File: src/rtl/ghs_pkg.sv
// Shared types and constants for the 3x3 grayscale sharpening filter.
// No dependencies; imported by ghs_kernel and gray_highpass_sharpen_3x3.
`timescale 1ns / 1ps

package ghs_pkg;

  localparam int unsigned PixW      = 8;
  localparam int unsigned MaxWidth  = 1024;
  localparam int unsigned MaxHeight = 4096;
  localparam int unsigned ColW      = $clog2(MaxWidth);
  localparam int unsigned RowW      = $clog2(MaxHeight);
  localparam int unsigned WidthW    = 11;
  localparam int unsigned HeightW   = 13;
  localparam int unsigned CfgDataW  = 13;

  localparam logic [WidthW-1:0]  WidthReset  = 11'd640;
  localparam logic [HeightW-1:0] HeightReset = 13'd480;

  // Register indexes of the configuration port.
  typedef enum logic [0:0] {
    CFG_WIDTH  = 1'b0,
    CFG_HEIGHT = 1'b1
  } cfg_index_e;

  // The nine pixels of one 3x3 window: left, centre and right columns.
  typedef struct packed {
    logic [PixW-1:0] l_top;
    logic [PixW-1:0] l_mid;
    logic [PixW-1:0] l_bot;
    logic [PixW-1:0] c_top;
    logic [PixW-1:0] c_mid;
    logic [PixW-1:0] c_bot;
    logic [PixW-1:0] r_top;
    logic [PixW-1:0] r_mid;
    logic [PixW-1:0] r_bot;
  } taps_t;

endpackage

File: src/rtl/ghs_kernel.sv
// High-pass kernel and sharpening arithmetic for one 3x3 window.
// Depends on ghs_pkg for the window type and pixel width.
`timescale 1ns / 1ps

module ghs_kernel import ghs_pkg::*; (
  input  taps_t           taps_i,
  output logic [PixW-1:0] pixel_o
);

  // centre + 3/8 * (12*c - corners - 2*sides), scaled by eight:
  // 44*c - 3*corners - 6*sides.
  localparam logic signed [15:0] CentreGain = 16'sd44;
  localparam logic signed [15:0] CornerGain = 16'sd3;
  localparam logic signed [15:0] SideGain   = 16'sd6;

  logic [9:0]         corners;
  logic [9:0]         sides;
  logic signed [15:0] centre_s;
  logic signed [15:0] corner_s;
  logic signed [15:0] side_s;
  logic signed [15:0] acc;
  logic [11:0]        scaled;

  always_comb begin
    corners  = 10'({2'b0, taps_i.l_top}) + 10'({2'b0, taps_i.l_bot})
             + 10'({2'b0, taps_i.r_top}) + 10'({2'b0, taps_i.r_bot});
    sides    = 10'({2'b0, taps_i.l_mid}) + 10'({2'b0, taps_i.c_top})
             + 10'({2'b0, taps_i.c_bot}) + 10'({2'b0, taps_i.r_mid});
    centre_s = $signed({8'd0, taps_i.c_mid});
    corner_s = $signed({6'd0, corners});
    side_s   = $signed({6'd0, sides});
    acc      = CentreGain * centre_s - CornerGain * corner_s - SideGain * side_s;
    scaled   = acc[14:3];
    if (acc[15]) begin
      pixel_o = '0;
    end else if (scaled > 12'd255) begin
      pixel_o = '1;
    end else begin
      pixel_o = scaled[PixW-1:0];
    end
  end

endmodule

File: config.mk
export PLATFORM = sky130hd
export DESIGN_NAME = ghs_kernel
export DESIGN_NICKNAME = d
export VERILOG_FILES = /design/src/rtl/ghs_pkg.sv /design/src/rtl/ghs_kernel.sv
export SDC_FILE = /design/constraint.sdc
export NUM_CORES = 1
export LEC_CHECK = 0
export BUFFER_PORTS_ARGS = -buffer_cell sky130_fd_sc_hd__buf_2
export CORE_UTILIZATION = 60
export DETAILED_ROUTE_END_ITERATION = 10
export PLACE_DENSITY = 0.92
export SLEW_MARGIN = 25
export SYNTH_ARGS = -nofsm -noshare
export SYNTH_HDL_FRONTEND = slang
export SYNTH_SLANG_ARGS = --single-unit
File: constraint.sdc
create_clock -name vclk -period 24.8
set_input_delay 4.96 -clock vclk [all_inputs]
set_output_delay 4.96 -clock vclk [all_outputs]
set_load 0.01 [all_outputs]
==> qor.csv, run 1 <==
stage;metric;value;unit
outcome;status;finished clean;
grt;grt_pass1_wl;12670;um
cells_and_area;fill_cells;462;
synth;seq_area_frac_synth;0;
synth;netlist.top_cell.by_area;fa_1;
cells_and_area;multi_input_area;3237;um^2
worst_setup_path;slowest_stage;fa_1;
cells_and_area;fin_nets;710;
sta;max_slew_margin;0.5590;
worst_setup_path;crit_path_start_kind;primary input;
floorplanning;die_h;79.95;um
sta;tns;0;ps
floorplanning;coreArea;5886;um^2
sta;setup_viol;0;
synth;synth_top_area_frac;0.2581;
floorplanning;die_w;79.95;um
routing;dr.pass1.iters;4;
worst_setup_path;worst-setup-path-type;in2out;
placed_design;dp_hpwl;6733;um
cells_and_area;diodes;0;
hold_path;hold_path_class;in2out;
sta;rsz0062_at_grt;no;
synth;yosysUniqueCellTypes;45;
worst_setup_path;max_stage_delay;580;ps
grt;antenna_found_initial;0;
synth;yosysWarnings;0;
grt;grt_overflow;0;
sta;finalCriticalPeriod;17020;ps
cells_and_area;final_core_util;0.7047;
cells_and_area;seq_cell_count;0;
cells_and_area;seq_area;0;um^2
routing;drtIter0Drc;86;
synth;synthTopCellsByArea;fa_1 26%, ha_1 24%, inv_1 11%;
floorplanning;die_area;6392;um^2
sta;hold_viol_final;0;
synth;syn-cell-area;3646;um^2
routing;viasPerCell;5.464;
cells_and_area;clkbuf_count;0;
grt;grt_max_degree;9;
worst_setup_path;cp_top_family;compound AO/OA/AOI/OAI gates;
clock_tree;cts-resized-gates;0;
worst_setup_path;cp_data_required_time;19840;ps
worst_setup_path;cp-end-kind;output pin;
routing;ant_nets;0;
cells_and_area;syn_to_final_growth;13.76;%
floorplanning;initial_core_util;0.6195;
floorplanning;io_pins;80;
worst_setup_path;path_buf_inv;5;
routing;wl;7301;um
grt;grt_pass1_vias;3232;
grt;grt_usage;0.2416;
synth;synthCells;438;
routing;drc;0;
clock_tree;hold_buffers;0;
sta;fmax;58.74;MHz
placed_design;gp_congestion;0.8157;
synth;synth_nets;628;
synth;syn_avg_cell_area;8.324;um^2
job;cap_viol_max_count;0;
placed_design;io_buffers;80;
routing;wl_per_cell;12.31;um
clock_tree;cts_setup_buffers;0;
cells_and_area;drive_above_1_share;0.1660;
worst_setup_path;path_max_fanout;8;
sta;tightest_slew;661.5;ps
sta;finalCritPeriodShare;0.6864;
worst_setup_path;cp.arrival;12060;ps
floorplanning;rows;28;
routing;num_vias;3240;
sta;slew_viol_final;0;
## area by class of cell
| type | count | area share |
|---|---|---|
| inverter | 111 | 0.1005 |
| multi-input combinational | 327 | 0.7804 |
| tap | 75 | 0.02262 |
| timing repair buffer | 80 | 0.09653 |
## layer usage
metal,vias up,track usage,part of all wire
li1,1609,-,-
met1,1532,0.2641,0.39
met2,75,0.4889,0.55
met3,24,0.01486,0.032
met4,0,0.06964,0.031
met5,-,0,0
## worst paths after layout
check	start	endpoint	cells after the start
setup / recovery	taps_i[2]	pixel_o[2]	31
hold / removal	taps_i[56]	pixel_o[0]	7
## cells in the mapped netlist (3+ instances only)
cell,n
a211oi_1,3
a21oi_1,30
xor2_1,17
or3_1,3
o21bai_1,5
nor2b_1,7
and2_1,4
fa_1,47
nand3_1,4
nand2b_1,7
inv_1,111
nand2_1,12
a31oi_1,11
xnor2_1,24
o21a_1,4
a21o_1,19
nor2_1,12
ha_1,71
o21ai_0,15
## cells in the final DEF (no fill, tap or decap), drive strengths merged, types with 3 or more instances in the layout
cell      n
a211oi    3
a21o     19
a21oi    31
a31oi    11
and2      4
buf      80
fa       47
ha       71
inv     111
nand2    12
nand2b    7
nand3     4
nor2     12
nor2b     7
nor3      3
o21a      4
o21ai    16
o21bai    5
or3       3
xnor2    24
xor2     17
## through the flow
stage	setup WS [ps]	instances	cell area [um^2]	hold WS, ps
global placement	8103	593	4140	10750
detailed placement	7659	593	4140	10750
finish	7777	593	4148	10760
global route	7413	593	4148	10860
CTS	7643	593	4140	10750
floorplan	8699	438	3646	10540
## cells by family (layout without fill, tap and decap cells)
| kind of cell | after synthesis | in the layout | synth area share |
|---|---|---|---|
| fa+ha+maj | 118 | 118 | 0.5017 |
| simple gates | 63 | 63 | 0.09609 |
| mux | 1 | 1 | 0.002745 |
| buf+inv | 111 | 191 | 0.1143 |
| compound gates | 104 | 104 | 0.1867 |
| xor+xnor | 41 | 41 | 0.09849 |
Power of run 1 is left out: the tool's default activity adds up to more than one toggle a clock period on the data nets, which glitch-free logic cannot reach.
==> inputs of run 2 (changes only) <==
CORE_UTILIZATION = 59   (was 60)
PLACE_DENSITY = 0.91   (was 0.92)
clock period = 16.1 ns   (was 24.8 ns; I/O delays follow)
==> run 2 against run 1 <==
  * Sequential share of layout area stayed put
  * Wire length is 5.4% lower
  * First-iteration DRC count is 16% higher
  * Die area is 1.7% higher
  * Global-route usage is 2.1 points lower
  * Core utilization is 0.96 points lower
  * Count of clock-buffer cells in the layout stayed put
  * Via count is 0.96% lower
  * Cell count stayed put
  * Worst setup slack worse by 5300 ps
  * Sequential cell count stayed put
  * Critical path depth is 1 lower
  * Critical path type unchanged
  * Highest routed layer unchanged
==> qor.csv, run 2 (same netlist as run 1, synthesis figures left out) <==
stage;metric;value;unit;change
routing;drc;0;;unchanged
routing;ant_nets;0;;unchanged
sta;rsz0062_at_grt;no;;
cells_and_area;seq_area;0;um^2;unchanged
cells_and_area;fin_nets;710;;unchanged
cells_and_area;diodes;0;;unchanged
grt;grt_overflow;0;;unchanged
clock_tree;cts-resized-gates;0;;unchanged
floorplanning;die_h;80.61;um;+0.83%
routing;num_vias;3209;;-0.96%
routing;drtIter0Drc;100;;+16%
cells_and_area;final_common_cell;inv_1;;
floorplanning;die_w;80.61;um;+0.83%
sta;holdWs;7279;ps;-3485 ps
cells_and_area;clkbuf_count;0;;unchanged
sta;fmax;73.54;MHz;
placed_design;io_buffers;80;;unchanged
sta;hold_viol_final;0;;unchanged
outcome;status;finished clean;;
routing;viasPerCell;5.411;;-0.96%
grt;antenna_found_initial;0;;unchanged
placed_design;gp_congestion;0.8195;;+0.47%
sta;finalCriticalPeriod;13600;ps;
sta;slew_viol_final;0;;unchanged
grt;grt_pass1_wl;11800;um;-6.9%
clock_tree;hold_buffers;0;;unchanged
routing;wl;6909;um;-5.4%
cells_and_area;seq_cell_count;0;;unchanged
worst_setup_path;slowest_stage;o32ai_1;;
worst_setup_path;cp.arrival;10380;ps;-1680 ps
cells_and_area;final_core_util;0.6952;;-0.009551
floorplanning;die_area;6498;um^2;+1.7%
floorplanning;initial_core_util;0.6122;;-0.007288
cells_and_area;drive_above_1_share;0.1641;;-0.001931
cells_and_area;layout_common_cells;111 x inv_1, 80 x buf_2, 71 x ha_1, 47 x fa_1, 30 x a21oi_1;;
grt;grt_max_degree;9;;unchanged
clock_tree;cts_setup_buffers;0;;unchanged
floorplanning;coreArea;5956;um^2;+1.2%
worst_setup_path;worst-setup-path-type;in2out;;
sta;finalCritPeriodShare;0.8446;;
cells_and_area;layout.cells.non_filler;593;;unchanged
worst_setup_path;cp_data_required_time;12880;ps;-6960 ps
placed_design;dp_hpwl;6319;um;-6.1%
worst_setup_path;max_stage_delay;930;ps;+350 ps
floorplanning;io_pins;80;;unchanged
sta;max_slew_margin;0.2635;;-0.2955
sta;tightest_slew;1101;ps;+439.9 ps
job;cap_viol_max_count;0;;unchanged
cells_and_area;syn_to_final_growth;13.56;%;
placed_design;dp_cells;593;;unchanged
routing;wl_per_cell;11.65;um;-5.4%
worst_setup_path;crit_path_start_kind;primary input;;
hold_path;hold_path_class;in2out;;
worst_setup_path;cp-end-kind;output pin;;
floorplanning;rows;28;;unchanged
routing;dr.pass1.iters;4;;unchanged
worst_setup_path;path_max_fanout;8;;unchanged
sta;setup_viol;0;;unchanged
grt;grt_usage;0.2208;;-0.02079
grt;grt_pass1_vias;3041;;-5.9%
sta;tns;0;ps;unchanged
run 2: cell counts in the layout (fill, tap and decap cells not counted):
No cell type changed its count.
run 2: final timing paths:
kind	cells after the start	to	startpoint	slack [ps]
worst min-delay path	7	pixel_o[0]	taps_i[56]	7280
worst max-delay path	30	pixel_o[1]	taps_i[2]	2500
run 2: area by class of cell:
| cell class | instances | area (um^2) |
|---|---|---|
| multi-input cells | 327 | 3229 |
| fillers | 492 | 1815 |
| inverters | 111 | 416.7 |
| repair buffers | 80 | 400.4 |
| well taps | 75 | 93.84 |
run 2: routing by layer:
layer  vias to the layer above  global-route usage  part of all wire
li1                       1613                   -                 -
met1                      1521              0.2644              0.42
met2                        63              0.4390              0.54
met3                        12            0.002273             0.026
met4                         0             0.03571             0.014
met5                         -                   0                 0
run 2: stage by stage:
step	area, um^2	setup slack [ps]
final	4140	2502
after global routing	4140	1984
after CTS	4140	2550
after detailed placement	4140	2584
after global placement	4140	2876
after floorplan	3646	3479
run 2: critical path, delay by kind of cell:
| family | cells | cell delay (ps) |
|---|---|---|
| adders and majority gates | 6 | 2490 |
| buffers and inverters | 5 | 430 |
| AOI/OAI and AO/OA | 13 | 3120 |
| and+or+nand+nor | 4 | 890 |
| xor gates and xnor gates | 2 | 220 |
Power of run 2 is left out for the same reason.
